===== src/hw/rtl/terp_pkg.sv =====
// Shared widths, codes and control types of the timed easing ramp.
package terp_pkg;

  localparam int unsigned PHASE_FRAC_BITS = 16;
  localparam int unsigned TIME_BITS       = 64;

  localparam int unsigned PINT_BITS  = 8;
  localparam int unsigned PW         = PINT_BITS + PHASE_FRAC_BITS;
  localparam int unsigned VW         = 32;
  localparam int unsigned CW         = PW + PINT_BITS;
  localparam int unsigned FPAD       = PHASE_FRAC_BITS + PHASE_FRAC_BITS % 2;
  localparam int unsigned CPW        = 2 * PINT_BITS + FPAD;
  localparam int unsigned NDIG       = CPW / 2;
  localparam int unsigned CI_DIGITS  = PINT_BITS;
  localparam int unsigned ACW        = CPW + VW;
  localparam int unsigned TW         = ACW - FPAD;
  localparam int unsigned RW         = TW + 2;
  localparam int unsigned DVW        = TIME_BITS + PINT_BITS;
  localparam int unsigned DCNTW      = $clog2(PW + 1);
  localparam int unsigned MCNTW      = $clog2(NDIG);
  localparam int unsigned OVF_EXP    = 40;

  localparam int unsigned MODE_W     = 2;
  localparam int unsigned NOW_W      = 64;
  localparam int unsigned DUR_W      = 40;
  localparam int unsigned SEL_W      = 3;
  localparam int unsigned CFG_IDX_W  = 4;
  localparam int unsigned CFG_DATA_W = 32;

  typedef enum logic [MODE_W-1:0] {
    MODE_TICK       = 2'd0,
    MODE_ACTIVATE   = 2'd1,
    MODE_DEACTIVATE = 2'd2
  } terp_mode_e;

  typedef enum logic [SEL_W-1:0] {
    CM_NORMAL      = 3'd0,
    CM_CLAMP       = 3'd1,
    CM_CLAMP_START = 3'd2,
    CM_WRAP        = 3'd3,
    CM_LOOP_ONCE   = 3'd4,
    CM_LOOP        = 3'd5
  } terp_count_e;

  typedef enum logic [SEL_W-1:0] {
    CV_NONE       = 3'd0,
    CV_LINEAR     = 3'd1,
    CV_SQUARE     = 3'd2,
    CV_INV_SQUARE = 3'd3,
    CV_SPLIT      = 3'd4
  } terp_curve_e;

  typedef enum logic [CFG_IDX_W-1:0] {
    REG_COUNT_MODE   = 4'd0,
    REG_CURVE_SELECT = 4'd1,
    REG_RANGE_START  = 4'd2,
    REG_RANGE_END    = 4'd3
  } terp_reg_e;

  typedef enum logic [2:0] {
    S_IDLE,
    S_DIV,
    S_CURVE,
    S_SQR,
    S_MUL,
    S_SUM,
    S_FIN
  } terp_state_e;

  typedef struct packed {
    logic load;
    logic run;
  } terp_unit_ctl_t;

  typedef struct packed {
    logic          done;
    logic          sat;
    logic [PW-1:0] quo;
  } terp_div_sts_t;

  typedef struct packed {
    logic done;
    logic ovf;
  } terp_mul_sts_t;

endpackage


===== src/hw/rtl/terp_if.sv =====
// Request channels of the timed easing ramp: input items and result items.
interface terp_in_if;
  import terp_pkg::*;
  logic              valid;
  logic              ready;
  logic [MODE_W-1:0] mode;
  logic [NOW_W-1:0]  now_us;
  logic [DUR_W-1:0]  duration_us;

  modport source (output valid, mode, now_us, duration_us, input ready);
  modport sink   (input valid, mode, now_us, duration_us, output ready);
endinterface

interface terp_out_if;
  import terp_pkg::*;
  logic                 valid;
  logic                 ready;
  logic signed [VW-1:0] value;
  logic                 active;
  logic                 saturated;

  modport source (output valid, value, active, saturated, input ready);
  modport sink   (input valid, value, active, saturated, output ready);
endinterface


===== src/hw/rtl/terp_div.sv =====
// Radix-2 phase divider: one quotient bit per cycle into a shift register.
module terp_div (
  input  logic                             clk_i,
  input  logic                             rst_ni,
  input  terp_pkg::terp_unit_ctl_t         ctl_i,
  input  logic [terp_pkg::TIME_BITS-1:0]   el_i,
  input  logic [terp_pkg::TIME_BITS-1:0]   tot_i,
  output terp_pkg::terp_div_sts_t          sts_o
);
  import terp_pkg::*;

  logic [TIME_BITS:0]   r_q;
  logic [DVW-1:0]       d_q;
  logic [PW-1:0]        q_q;
  logic                 sat_q;
  logic [DCNTW-1:0]     cnt_q;

  logic [TIME_BITS:0]   opnd;
  logic [DVW-1:0]       opnd_ext;
  logic [DVW-1:0]       sub;
  logic                 ge;

  // integer steps use the shifted divisor, fraction steps shift the remainder
  always_comb begin
    opnd     = (cnt_q > DCNTW'(PINT_BITS)) ? {r_q[TIME_BITS-1:0], 1'b0} : r_q;
    opnd_ext = DVW'(opnd);
    ge       = opnd_ext >= d_q;
    sub      = opnd_ext - d_q;
  end

  always_ff @(posedge clk_i or negedge rst_ni) begin
    if (!rst_ni) begin
      cnt_q <= '0;
    end else if (ctl_i.load) begin
      cnt_q <= '0;
    end else if (ctl_i.run) begin
      cnt_q <= cnt_q + DCNTW'(1);
    end
  end

  always_ff @(posedge clk_i) begin
    if (ctl_i.load) begin
      r_q   <= {1'b0, el_i};
      d_q   <= {tot_i, {PINT_BITS{1'b0}}};
      q_q   <= '0;
      sat_q <= 1'b0;
    end else if (ctl_i.run) begin
      if (cnt_q == '0) begin
        // quotient of 256 or more: phase clips
        sat_q <= ge;
      end else begin
        r_q <= ge ? sub[TIME_BITS:0] : opnd;
        q_q <= {q_q[PW-2:0], ge};
      end
      if (cnt_q < DCNTW'(PINT_BITS)) begin
        d_q <= d_q >> 1;
      end
    end
  end

  assign sts_o.done = ctl_i.run && (cnt_q == DCNTW'(PW));
  assign sts_o.sat  = sat_q;
  assign sts_o.quo  = q_q;

endmodule


===== src/hw/rtl/terp_mul.sv =====
// Digit-serial scaler: curve times range span, two multiplier bits per cycle.
module terp_mul (
  input  logic                       clk_i,
  input  logic                       rst_ni,
  input  terp_pkg::terp_unit_ctl_t   ctl_i,
  input  logic [terp_pkg::CW-1:0]    c_i,
  input  logic [terp_pkg::VW-1:0]    ad_i,
  output terp_pkg::terp_mul_sts_t    sts_o,
  output logic [terp_pkg::ACW-1:0]   acc_o
);
  import terp_pkg::*;

  logic [CPW-1:0]   c_q;
  logic [VW-1:0]    ad_q;
  logic [VW+1:0]    ad3_q;
  logic [ACW-1:0]   acc_q;
  logic             ovf_q;
  logic [MCNTW-1:0] cnt_q;
  logic [VW+1:0]    sel;
  logic             ovf_w;

  always_comb begin
    case (c_q[CPW-1 -: 2])
      2'd0:    sel = '0;
      2'd1:    sel = (VW+2)'(ad_q);
      2'd2:    sel = (VW+2)'(ad_q) << 1;
      default: sel = ad3_q;
    endcase
  end

  // after the integer digits the accumulator holds int(curve) * span
  assign ovf_w = (acc_q[ACW-1:OVF_EXP+1] != '0) ||
                 (acc_q[OVF_EXP] && (acc_q[OVF_EXP-1:0] != '0));

  always_ff @(posedge clk_i or negedge rst_ni) begin
    if (!rst_ni) begin
      cnt_q <= '0;
    end else if (ctl_i.load) begin
      cnt_q <= '0;
    end else if (ctl_i.run) begin
      cnt_q <= cnt_q + MCNTW'(1);
    end
  end

  always_ff @(posedge clk_i) begin
    if (ctl_i.load) begin
      c_q   <= CPW'(c_i) << (CPW - CW);
      ad_q  <= ad_i;
      ad3_q <= (VW+2)'(ad_i) + ((VW+2)'(ad_i) << 1);
      acc_q <= '0;
      ovf_q <= 1'b0;
    end else if (ctl_i.run) begin
      acc_q <= (acc_q << 2) + ACW'(sel);
      c_q   <= c_q << 2;
      if (cnt_q == MCNTW'(CI_DIGITS)) begin
        ovf_q <= ovf_w;
      end
    end
  end

  assign sts_o.done = ctl_i.run && (cnt_q == MCNTW'(NDIG - 1));
  assign sts_o.ovf  = ovf_q;
  assign acc_o      = acc_q;

endmodule


===== src/hw/rtl/timed_easing_ramp_unit.sv =====
// Timed easing ramp: time keeping, phase shaping, curve and output value.
//
// Channels: in_i takes requests (mode, now_us, duration_us); out_o returns one
// result (value, active, saturated) per request. Configuration registers
// (count mode, curve, range start, range end) are written through cfg_we_i,
// cfg_idx_i and cfg_data_i; other indexes are ignored. The user must write
// them only while the unit is idle; the unit itself does not enforce this.
// The phase divider produces one quotient bit per cycle (PW+1 = 25 steps) and
// the scaler one two-bit digit per cycle (NDIG = 16 steps).
// One request is in flight at a time: in_i.ready is high only in idle, so the
// next request is taken only after the previous result is loaded into the
// output register. The result waits in that register; while the receiver
// stalls, the unit still accepts and works on the next request and only
// holds in its final state until the register frees up.
// Reset clears times, current value and configuration (range end to 1.0)
// and leaves no result pending.
module timed_easing_ramp_unit (
  input  logic                              clk_i,
  input  logic                              rst_ni,
  input  logic                              cfg_we_i,
  input  logic [terp_pkg::CFG_IDX_W-1:0]    cfg_idx_i,
  input  logic [terp_pkg::CFG_DATA_W-1:0]   cfg_data_i,
  terp_in_if.sink                           in_i,
  terp_out_if.source                        out_o
);
  import terp_pkg::*;

  localparam logic [PW-1:0] PONE  = PW'(1) << PHASE_FRAC_BITS;
  localparam logic [PW-1:0] PTWO  = PONE << 1;
  localparam logic [PW-1:0] PHALF = PONE >> 1;
  localparam logic [PW-1:0] PMAX  = '1;
  localparam logic [VW-1:0] VMAX  = {1'b0, {(VW-1){1'b1}}};
  localparam logic [VW-1:0] VMIN  = {1'b1, {(VW-1){1'b0}}};

  terp_state_e          state_q, state_d;
  terp_count_e          count_mode_q;
  terp_curve_e          curve_q;
  logic [VW-1:0]        range_start_q;
  logic [VW-1:0]        range_end_q;
  logic [TIME_BITS-1:0] start_q, end_q;
  logic [VW-1:0]        cur_q;

  terp_mode_e           mode_q;
  logic                 tot_zero_q;
  logic [PW-1:0]        op_q;
  logic                 lin_q;
  logic                 neg_q;
  logic [VW-1:0]        ad_q;
  logic                 sat_item_q;

  logic                 out_valid_q;
  logic [VW-1:0]        out_value_q;
  logic                 out_active_q;
  logic                 out_sat_q;

  logic                 accept;
  logic                 in_ready_w;
  logic                 out_load;
  logic                 curve_en;
  logic                 sum_en;
  logic                 hold_w;
  logic                 active_w;

  logic [TIME_BITS-1:0] now_t, dur_t, el_d, tot_d, start_d, end_d;

  terp_unit_ctl_t       div_ctl, mul_ctl;
  terp_div_sts_t        div_sts;
  terp_mul_sts_t        mul_sts;
  logic [ACW-1:0]       mul_acc;

  logic [PW-1:0]        phase_w, shaped_w, inv_w, op_d;
  logic                 lin_d;
  logic [VW:0]          diff_w, diff_neg_w;
  logic [2*PW-1:0]      sq_w;
  logic [CW-1:0]        c_w;
  logic [TW-1:0]        term_w;
  logic [RW-1:0]        rs_ext, term_ext, res_w;
  logic                 fits_w;

  function automatic logic curve_on(input terp_curve_e cv);
    logic on;
    on = (cv == CV_LINEAR) || (cv == CV_SQUARE) || (cv == CV_INV_SQUARE) ||
         (cv == CV_SPLIT);
    return on;
  endfunction

  function automatic logic [PW-1:0] shape(input terp_count_e cm, input logic [PW-1:0] p);
    logic [PW-1:0] w;
    logic [PW-1:0] s;
    w = p & (PTWO - PW'(1));
    case (cm)
      CM_NORMAL:      s = p;
      CM_CLAMP:       s = (p > PONE) ? PONE : p;
      CM_CLAMP_START: s = (p > PONE) ? '0 : p;
      CM_WRAP:        s = p & (PONE - PW'(1));
      CM_LOOP_ONCE:   s = (p > PTWO) ? '0 : ((p > PONE) ? p - PONE : p);
      CM_LOOP:        s = (w > PONE) ? w - PONE : w;
      default:        s = '0;
    endcase
    return s;
  endfunction

  // ---------------------------------------------------------------- config
  always_ff @(posedge clk_i or negedge rst_ni) begin
    if (!rst_ni) begin
      count_mode_q  <= CM_NORMAL;
      curve_q       <= CV_NONE;
      range_start_q <= '0;
      range_end_q   <= VW'(32'h0001_0000);
    end else if (cfg_we_i) begin
      case (terp_reg_e'(cfg_idx_i))
        REG_COUNT_MODE:   count_mode_q  <= terp_count_e'(cfg_data_i[SEL_W-1:0]);
        REG_CURVE_SELECT: curve_q       <= terp_curve_e'(cfg_data_i[SEL_W-1:0]);
        REG_RANGE_START:  range_start_q <= cfg_data_i[VW-1:0];
        REG_RANGE_END:    range_end_q   <= cfg_data_i[VW-1:0];
        default: ;
      endcase
    end
  end

  // ---------------------------------------------------------------- control
  assign hold_w = (mode_q != MODE_TICK) || tot_zero_q || !curve_on(curve_q);

  always_comb begin
    state_d = state_q;
    case (state_q)
      S_IDLE:  if (accept) state_d = S_DIV;
      S_DIV:   if (div_sts.done) state_d = hold_w ? S_FIN : S_CURVE;
      S_CURVE: state_d = S_SQR;
      S_SQR:   state_d = S_MUL;
      S_MUL:   if (mul_sts.done) state_d = S_SUM;
      S_SUM:   state_d = S_FIN;
      S_FIN:   if (!out_valid_q || out_o.ready) state_d = S_IDLE;
      default: state_d = S_IDLE;
    endcase
  end

  always_comb begin
    in_ready_w   = (state_q == S_IDLE);
    div_ctl.load = in_ready_w && in_i.valid;
    div_ctl.run  = (state_q == S_DIV);
    mul_ctl.load = (state_q == S_SQR);
    mul_ctl.run  = (state_q == S_MUL);
    curve_en     = (state_q == S_CURVE);
    sum_en       = (state_q == S_SUM);
    out_load     = (state_q == S_FIN) && (!out_valid_q || out_o.ready);
  end

  assign accept      = div_ctl.load;
  assign in_i.ready  = in_ready_w;

  always_ff @(posedge clk_i or negedge rst_ni) begin
    if (!rst_ni) begin
      state_q <= S_IDLE;
    end else begin
      state_q <= state_d;
    end
  end

  // ---------------------------------------------------------------- timing
  always_comb begin
    now_t   = TIME_BITS'(in_i.now_us);
    dur_t   = TIME_BITS'(in_i.duration_us);
    start_d = start_q;
    end_d   = end_q;
    el_d    = now_t - start_q;
    tot_d   = end_q - start_q;
    case (terp_mode_e'(in_i.mode))
      MODE_ACTIVATE: begin
        start_d = now_t;
        end_d   = now_t + dur_t;
        el_d    = '0;
        tot_d   = dur_t;
      end
      MODE_DEACTIVATE: begin
        start_d = '0;
        end_d   = '0;
        el_d    = now_t;
        tot_d   = '0;
      end
      default: ;
    endcase
  end

  always_ff @(posedge clk_i or negedge rst_ni) begin
    if (!rst_ni) begin
      start_q <= '0;
      end_q   <= '0;
    end else if (accept) begin
      start_q <= start_d;
      end_q   <= end_d;
    end
  end

  always_ff @(posedge clk_i) begin
    if (accept) begin
      mode_q     <= terp_mode_e'(in_i.mode);
      tot_zero_q <= (tot_d == '0);
    end
  end

  terp_div u_div (
    .clk_i  (clk_i),
    .rst_ni (rst_ni),
    .ctl_i  (div_ctl),
    .el_i   (el_d),
    .tot_i  (tot_d),
    .sts_o  (div_sts)
  );

  // ---------------------------------------------------------------- curve
  always_comb begin
    phase_w    = div_sts.sat ? PMAX : div_sts.quo;
    shaped_w   = shape(count_mode_q, phase_w);
    inv_w      = (shaped_w > PONE) ? shaped_w - PONE : PONE - shaped_w;
    lin_d      = 1'b0;
    case (curve_q)
      CV_LINEAR: begin
        op_d  = shaped_w;
        lin_d = 1'b1;
      end
      CV_SQUARE:     op_d = shaped_w;
      CV_INV_SQUARE: op_d = inv_w;
      default:       op_d = (shaped_w < PHALF) ? shaped_w : inv_w;
    endcase
    diff_w     = {range_end_q[VW-1], range_end_q} - {range_start_q[VW-1], range_start_q};
    diff_neg_w = -diff_w;
  end

  always_ff @(posedge clk_i) begin
    if (curve_en) begin
      op_q  <= op_d;
      lin_q <= lin_d;
      neg_q <= diff_w[VW];
      ad_q  <= diff_w[VW] ? diff_neg_w[VW-1:0] : diff_w[VW-1:0];
    end
  end

  assign sq_w = op_q * op_q;
  assign c_w  = lin_q ? CW'(op_q) : sq_w[2*PW-1:PHASE_FRAC_BITS];

  terp_mul u_mul (
    .clk_i  (clk_i),
    .rst_ni (rst_ni),
    .ctl_i  (mul_ctl),
    .c_i    (c_w),
    .ad_i   (ad_q),
    .sts_o  (mul_sts),
    .acc_o  (mul_acc)
  );

  // ---------------------------------------------------------------- sum
  always_comb begin
    term_w   = mul_acc[ACW-1:FPAD];
    rs_ext   = {{(RW-VW){range_start_q[VW-1]}}, range_start_q};
    term_ext = {2'b00, term_w};
    res_w    = neg_q ? rs_ext - term_ext : rs_ext + term_ext;
    fits_w   = (res_w[RW-1:VW-1] == '0) || (res_w[RW-1:VW-1] == '1);
  end

  always_ff @(posedge clk_i or negedge rst_ni) begin
    if (!rst_ni) begin
      cur_q <= '0;
    end else if (sum_en) begin
      if (mul_sts.ovf) begin
        cur_q <= neg_q ? VMIN : VMAX;
      end else if (!fits_w) begin
        cur_q <= res_w[RW-1] ? VMIN : VMAX;
      end else begin
        cur_q <= res_w[VW-1:0];
      end
    end
  end

  always_ff @(posedge clk_i) begin
    if (sum_en) begin
      sat_item_q <= div_sts.sat || mul_sts.ovf || !fits_w;
    end
  end

  // ---------------------------------------------------------------- result
  always_comb begin
    case (count_mode_q)
      CM_NORMAL, CM_CLAMP, CM_CLAMP_START:
        active_w = !tot_zero_q && !div_sts.sat &&
                   (div_sts.quo[PW-1:PHASE_FRAC_BITS] == '0);
      CM_LOOP_ONCE:
        active_w = !tot_zero_q && !div_sts.sat &&
                   (div_sts.quo[PW-1:PHASE_FRAC_BITS+1] == '0);
      CM_WRAP, CM_LOOP:
        active_w = !tot_zero_q;
      default:
        active_w = 1'b0;
    endcase
  end

  always_ff @(posedge clk_i or negedge rst_ni) begin
    if (!rst_ni) begin
      out_valid_q <= 1'b0;
    end else if (out_load) begin
      out_valid_q <= 1'b1;
    end else if (out_o.ready) begin
      out_valid_q <= 1'b0;
    end
  end

  always_ff @(posedge clk_i) begin
    if (out_load) begin
      out_value_q  <= cur_q;
      out_active_q <= active_w;
      out_sat_q    <= !hold_w && sat_item_q;
    end
  end

  assign out_o.valid     = out_valid_q;
  assign out_o.value     = out_value_q;
  assign out_o.active    = out_active_q;
  assign out_o.saturated = out_sat_q;

endmodule


===== src/flat_wrapper.sv =====
// flat-port wrapper written by rule: the top's interface ports become plain ports
module timed_easing_ramp_unit_flat import terp_pkg::*;
  (clk_i, rst_ni, cfg_we_i, cfg_idx_i, cfg_data_i, in_i_valid, in_i_mode, in_i_now_us, in_i_duration_us, in_i_ready, out_o_valid, out_o_value, out_o_active, out_o_saturated, out_o_ready);
  terp_in_if in_i_i ();
  terp_out_if out_o_i ();
  input  logic clk_i;
  input  logic rst_ni;
  input  logic cfg_we_i;
  input  logic [terp_pkg::CFG_IDX_W-1:0] cfg_idx_i;
  input  logic [terp_pkg::CFG_DATA_W-1:0] cfg_data_i;
  input wire logic [$bits(in_i_i.valid)-1:0] in_i_valid;
  input wire logic [$bits(in_i_i.mode)-1:0] in_i_mode;
  input wire logic [$bits(in_i_i.now_us)-1:0] in_i_now_us;
  input wire logic [$bits(in_i_i.duration_us)-1:0] in_i_duration_us;
  output wire logic [$bits(in_i_i.ready)-1:0] in_i_ready;
  output wire logic [$bits(out_o_i.valid)-1:0] out_o_valid;
  output wire logic [$bits(out_o_i.value)-1:0] out_o_value;
  output wire logic [$bits(out_o_i.active)-1:0] out_o_active;
  output wire logic [$bits(out_o_i.saturated)-1:0] out_o_saturated;
  input wire logic [$bits(out_o_i.ready)-1:0] out_o_ready;
  assign in_i_i.valid = in_i_valid;
  assign in_i_i.mode = in_i_mode;
  assign in_i_i.now_us = in_i_now_us;
  assign in_i_i.duration_us = in_i_duration_us;
  assign in_i_ready = in_i_i.ready;
  assign out_o_valid = out_o_i.valid;
  assign out_o_value = out_o_i.value;
  assign out_o_active = out_o_i.active;
  assign out_o_saturated = out_o_i.saturated;
  assign out_o_i.ready = out_o_ready;
  timed_easing_ramp_unit u_core (.clk_i(clk_i), .rst_ni(rst_ni), .cfg_we_i(cfg_we_i), .cfg_idx_i(cfg_idx_i), .cfg_data_i(cfg_data_i), .in_i(in_i_i), .out_o(out_o_i));
endmodule

===== config.mk =====
export PLATFORM = sky130hd
export DESIGN_NAME = timed_easing_ramp_unit_flat
export DESIGN_NICKNAME = d
export VERILOG_FILES = /design/src/hw/rtl/terp_pkg.sv /design/src/hw/rtl/terp_if.sv /design/src/hw/rtl/terp_div.sv /design/src/hw/rtl/terp_mul.sv /design/src/hw/rtl/timed_easing_ramp_unit.sv /design/src/flat_wrapper.sv
export SDC_FILE = /design/constraint.sdc
export NUM_CORES = 2
export LEC_CHECK = 0
export ABC_AREA = 0
export BUFFER_PORTS_ARGS = -buffer_cell sky130_fd_sc_hd__buf_2
export CORE_MARGIN = 8
export CORE_UTILIZATION = 65
export CTS_BUF_LIST = sky130_fd_sc_hd__clkbuf_4 sky130_fd_sc_hd__clkbuf_8 sky130_fd_sc_hd__clkbuf_16
export DETAILED_ROUTE_END_ITERATION = 10
export HOLD_SLACK_MARGIN = 0.08
export PLACE_DENSITY = 0.84
export SLEW_MARGIN = 20
export SYNTH_ARGS = -nofsm -noshare
export SYNTH_HDL_FRONTEND = slang
export SYNTH_SLANG_ARGS = --single-unit

===== constraint.sdc =====
create_clock -name clk_i -period 11.3 [get_ports clk_i]
set_input_delay 2.26 -clock clk_i [delete_from_list [all_inputs] [get_ports clk_i]]
set_output_delay 2.26 -clock clk_i [all_outputs]
set_load 0.02 [all_outputs]

# After elaboration in Yosys (flattened, before gate mapping)
# Index checks and enable logic that the tools add are counted.
# word_totals
romBits	0
memories	0
reg_bits	664
mem_bits_rw	0
latchBits	0
in_bits	147
# op_classes
n_eq_ne	31
bitwise_logic	1
shifts	0
n_reduce_logical	57
n_mul	1
add_sub_neg	16
n_lt_le_gt_ge	8
n_div	0
n_mux	46
# op_table
op	count
64-bit case mux with 2 select lines	4
32-bit 2-to-1 mux	8
72-bit 2-to-1 mux	3
24-bit 2-to-1 mux	8
64-bit 2-to-1 mux	3
24-bit case mux with 6 select lines	1
65-bit 2-to-1 mux	2
64-bit subtractor	2
34-bit case mux with 3 select lines	1
65-bit by 72-bit >= comparator with 1-bit output	1
65-bit subtractor	1
64-bit by 34-bit adder with 64-bit output	1
64-bit by 40-bit adder with 64-bit output	1
64-bit logical NOT	1
32-bit by 49-bit adder with 50-bit output	1
50-bit 2-to-1 mux	1
32-bit by 49-bit subtractor with 50-bit output	1
24-bit by 17-bit greater-than comparator with 1-bit output (second input constant)	2
24-bit by 24-bit multiplier with 48-bit output	1
24-bit case mux with 2 select lines	1
24-bit by 17-bit subtractor with 24-bit output (second input constant)	2
40-bit nonzero test	1
32-bit by 33-bit adder with 34-bit output	1
32-bit by 32-bit subtractor with 33-bit output	1
44 further kinds	111

# Longest topological paths before layout
# logic_depth
word_depth	9
mapped_depth	31
ltp_nobuf	30

# Modules after synthesis
# From an unflattened synthesis, not the netlist that was laid out.
# hier_totals
hier_cells	8146
area_unflattened_um2	70675.3
# modules_own_cells
module	area_per_inst_um2	seq_area_each_um2	cells_each	n_inst
timed_easing_ramp_unit	47321.6	8739.6	5606	1
terp_div	12618.4	4649.5	1458	1
terp_mul	10735.3	4314.1	1082	1

# Worst setup path after synthesis
# No wires, ideal clock.
# synth_path
path_kind	register to register
from	reg u_core.op_q[21]
to	reg u_core.u_mul.c_q[31] (data pin)
setup_slack_ns	3.333
setup_ns	0.256
arrival_ns	7.711
path_stages_with_launch	31
synth_period_minus_slack_ns	7.967
required_time_ns	11.044
cell_sequence	edfxtp_1 -> clkbuf_1 -> clkbuf_1 -> nand2_1 -> inv_1 -> fa_1 -> inv_1 -> fa_1 -> inv_1 -> fa_1 -> fa_1 -> fa_1 -> fa_1 -> inv_1 -> fa_1 -> inv_1 -> ha_1 -> a21o_1 -> a21o_1 -> a2111oi_0 -> o41ai_1 -> nand2_1 -> o211ai_1 -> a32o_1 -> o211ai_1 -> o22ai_1 -> o22a_1 -> a21o_1 -> a21oi_1 -> xnor2_1 -> a22o_1
# synth_via
elab_chain_cells	3
# synth_rtl
item	line_no	text
start: declaration	timed_easing_ramp_unit.sv:45	logic [PW-1:0] op_q;
start signal: assignment	timed_easing_ramp_unit.sv:232	op_q <= op_d;
24-bit by 24-bit multiplier with 48-bit output	timed_easing_ramp_unit.sv:239	assign sq_w = op_q * op_q;
32-bit 2-to-1 mux	timed_easing_ramp_unit.sv:240	assign c_w = lin_q ? CW'(op_q) : sq_w[2*PW-1:PHASE_FRAC_BITS];
32-bit 2-to-1 mux	terp_mul.sv:46	if (ctl_i.load) begin
end signal: assignment	terp_mul.sv:47	c_q <= CPW'(c_i) << (CPW - CW);
end signal: assignment	terp_mul.sv:54	c_q <= c_q << 2;
end: declaration	terp_mul.sv:13	logic [CPW-1:0] c_q;
# Every way passes these cells.
# A chain may end at the register's enable or synchronous reset.

# Worst setup path in the final report
# layout_path
from	reg u_core.op_q[3]
to	reg u_core.u_mul.c_q[31] (data pin)
# Same word-level chain as after synthesis.

==> impl_metrics.env <==
export IMPL_final_hold_viol_count=0
export IMPL_crit_top_cell="fa_1"
export IMPL_synth_edf_count=321
export IMPL_async_flop_share=0.3665
export IMPL_synth_nets=8843
export IMPL_crit_slowest_cell="edfxtp_1"
export IMPL_synth_compound_area_frac=0.1866
export IMPL_synthMuxAreaShare=0.03058
export IMPL_dp_hpwl_um=143000
export IMPL_drt_initial_drc_count=5551
export IMPL_hold_class="reg2reg"
export IMPL_ys_seq_area_frac=0.2631
export IMPL_setup_viol=0
export IMPL_top_layer="met5"
export IMPL_r2r_end="u_core.u_mul.c_q[31]"
export IMPL_wl_met3_um=15200
export IMPL_r2r_slack_ps=2280
export IMPL_grt_pass1_wl_um=299900
export IMPL_cts_buffers_inserted=78
export IMPL_worst_setup_path_end_kind="flop"
export IMPL_setup_tns_ps=0
export IMPL_max_freq_ghz=0.1109
export IMPL_startpoint_type="flop"
export IMPL_cts_root_buf="clkbuf_16"
export IMPL_met2_length_um=88010
export IMPL_synth_top_family_by_area="adder cells"
export IMPL_cp_arrival_ps=9420
export IMPL_r2r_worst_path_cells=28
export IMPL_routedWlPerCell_um=20.48
export IMPL_dr_pass1_iters=6
export IMPL_synthTopCellsByArea="edfxtp_1, fa_1, ha_1"
export IMPL_clock_latency_ps=670
export IMPL_cts_tree="done"
export IMPL_overflow=0
export IMPL_clk_pin_slew_ps=70
export IMPL_synth_distinct_cells=93
export IMPL_grt_usage=0.3236
export IMPL_syn2layout_area_growth_pct=6.744
export IMPL_maxSlewViolCount=0
export IMPL_final_setup_skew_ps=49.38
export IMPL_postCtsSetupBuffers=0
export IMPL_synth_top_area_frac=0.1432
export IMPL_nets=8816
export IMPL_post_route_drc_count=0
export IMPL_critPathKind="reg2reg"
export IMPL_die_height_um=337.8
export IMPL_ys_warn_count=0
export IMPL_place_congestion=0.9856
export IMPL_coreArea_um2=103100
export IMPL_die_area_um2=114100
export IMPL_synth_largest_area_cell="edfxtp_1"
export IMPL_slew_headroom=0.2143
export IMPL_clock_sinks=663
export IMPL_cts_path_max_buffers=3
export IMPL_synth_avg_cell_area_um2=8.749
export IMPL_yosys_most_used_dff="edfxtp_1"
export IMPL_crit_required_ps=11700
export IMPL_synth_ff_latch_count=663
export IMPL_grt_antenna_before_repair=5
export IMPL_crit_start="u_core.op_q[3]"
export IMPL_min_period_ps=9019
export IMPL_io_pins=183
export IMPL_drive_above_1_share=0.08049
export IMPL_vias=57120
export IMPL_status="complete, no violations"
export IMPL_std_cell_rows=118
export IMPL_nFillCells=8046
export IMPL_worstMarginPinSlew_ps=1179
export IMPL_min_from="u_core.cur_q[28]"
export IMPL_yosys_area_share_simple=0.1503
export IMPL_synthAdderAreaFrac=0.2359
export IMPL_drt_met1_wl_um=76200
export IMPL_io_buffers=182
export IMPL_avgViaCountPerCell=6.269
export IMPL_start_util=0.6530
export IMPL_postCtsHoldBufs=0
export IMPL_rsz0062_at_grt="no"
export IMPL_hold_depth=0
export IMPL_cts_resized=0
export IMPL_dieWidth_um=337.8
export IMPL_cp_slowest_stage_delay_ps=1130
export IMPL_syn_area_um2=67300
export IMPL_hold_path_end="u_core.out_o.value[28]"
export IMPL_grt_pass1_vias=56560
export IMPL_h_tree_depth=3
export IMPL_r2r_start="u_core.op_q[3]"
export IMPL_grt_max_degree=119
export IMPL_synthCells=7692
export IMPL_drtAntennaViolNets=0
export IMPL_period_share=0.7981
export IMPL_wl_um=186600
export IMPL_synth_xor_area_share=0.06455
export IMPL_path_max_fanout=26
export IMPL_cap_violations=0
==> critical path: cells and delay by family (launching register included) <==
kind | cells | cell delay [ps]
adders and majority gates | 8 | 4070
buffers and inverters | 5 | 270
AOI/OAI and AO/OA | 12 | 2900
xor gates and xnor gates | 1 | 90
DFF | 1 | 1130
and+or+nand+nor | 2 | 330
==> how the worst max path moves through the flow <==
stage | endpoint | slack (ps) | cells past startpoint
4_1_cts | u_core.u_mul.c_q[31] | 2330 | 28
6_report | u_core.u_mul.c_q[31] | 2280 | 28
5_1_grt | u_core.u_mul.c_q[31] | 1820 | 28
3_3_place_gp | u_core.u_mul.c_q[31] | 2600 | 28
2_1_floorplan | u_core.u_mul.c_q[31] | 3330 | 30
3_5_place_dp | u_core.u_mul.c_q[31] | 2360 | 28
==> Yosys cell counts (69+ instances only) <==
| cell | count |
|---|---|
| a22o_1 | 79 |
| nand4_1 | 77 |
| nand2b_1 | 104 |
| dfxtp_1 | 99 |
| nor2_1 | 434 |
| a21o_1 | 234 |
| ha_1 | 563 |
| nor3_1 | 111 |
| xor2_1 | 204 |
| xnor2_1 | 292 |
| dfrtp_1 | 242 |
| o21ai_0 | 458 |
| inv_1 | 884 |
| a21oi_1 | 661 |
| a31oi_1 | 74 |
| clkbuf_1 | 298 |
| nand3_1 | 147 |
| and3_1 | 100 |
| edfxtp_1 | 321 |
| mux2_2 | 165 |
| and2_1 | 149 |
| fa_1 | 441 |
| nor2b_1 | 69 |
| nand2_1 | 744 |
| a211oi_1 | 80 |
==> area by class of cell <==
type	count	area, µm²	area share
timing repair buffer	233	1304	0.01815
sequential	663	17700	0.2464
inverter	886	3327	0.04631
antenna	3	7.507	0.0001045
clock inverter	31	369.1	0.005138
tap	1380	1727	0.02404
clock buffer	112	2338	0.03255
multi-input combinational	5803	45060	0.6273
==> logic make-up (layout without fill, tap and decap cells) <==
| kind of cell | Yosys count | count (layout) |
|---|---|---|
| AND/OR/NAND/NOR | 2117 | 2117 |
| AO/OA/AOI/OAI | 2001 | 2001 |
| buffers and inverters | 1226 | 1262 |
| adder cells (fa/ha/maj) | 1004 | 1004 |
| flip-flops | 663 | 663 |
| XOR/XNOR | 496 | 496 |
| multiplexers | 185 | 185 |
| other | 0 | 3 |
==> stage by stage <==
step / hold slack, ps / cells / utilization / setup WS, ps / area (µm²)
after CTS: 415.4 / 9108 / 0.6970 / 2334 / 71820
final: 418.7 / 9111 / 0.6971 / 2281 / 71830
after detailed placement: 431.9 / 8965 / 0.6707 / 2358 / 69120
after floorplan: 424.9 / 7692 / - / 3333 / 67300
after global placement: 428.8 / 8965 / 0.6706 / 2596 / 69110
after global routing: 435.5 / 9108 / 0.6970 / 1816 / 71830
==> state kept, by name (all words and copies together) (netlist names), 32 cells and up <==
name and cells:
u_core.ad_q 32, u_core.cur_q 32, u_core.end_q 64, u_core.out_o.value 32, u_core.range_end_q 32, u_core.range_start_q 32, u_core.start_q 64, u_core.u_div.d_q 72
u_core.u_div.r_q 65, u_core.u_mul.acc_o 64, u_core.u_mul.ad3_q 33, u_core.u_mul.ad_q 32, u_core.u_mul.c_q 32
==> per-layer routing <==
| metal | track usage | up-vias |
|---|---|---|
| met3 | 0.05236 | 470 |
| li1 | - | 26590 |
| met2 | 0.5348 | 2484 |
| met1 | 0.4328 | 27570 |
| met4 | 0.1126 | 4 |
| met5 | 0 | - |
==> layout by cell type, fill, tap and decap left out, types with 25 or more instances in the layout <==
cell type / n
fa_1: 441
or2_2: 28
edfxtp_1: 321
buf_4: 51
inv_1: 881
and3_1: 100
nor4_1: 41
mux2_2: 165
or3_1: 45
ha_1: 562
o211ai_1: 25
a21oi_1: 659
nand2b_1: 104
a211oi_1: 80
xor2_1: 204
xnor2_1: 292
nand3_1: 146
nand2_1: 741
a31oi_1: 73
nor3_1: 108
o31ai_1: 43
nor2b_1: 67
o21bai_1: 61
clkbuf_16: 83
o21ai_0: 458
a22o_1: 79
nor2_1: 429
o21a_1: 47
a21o_1: 234
dfxtp_1: 99
buf_2: 181
dfrtp_1: 242
nand4_1: 77
and2_1: 149
Power is not shown: default switching activity piles up to over one toggle a cycle in this logic, so the estimate is an artifact.
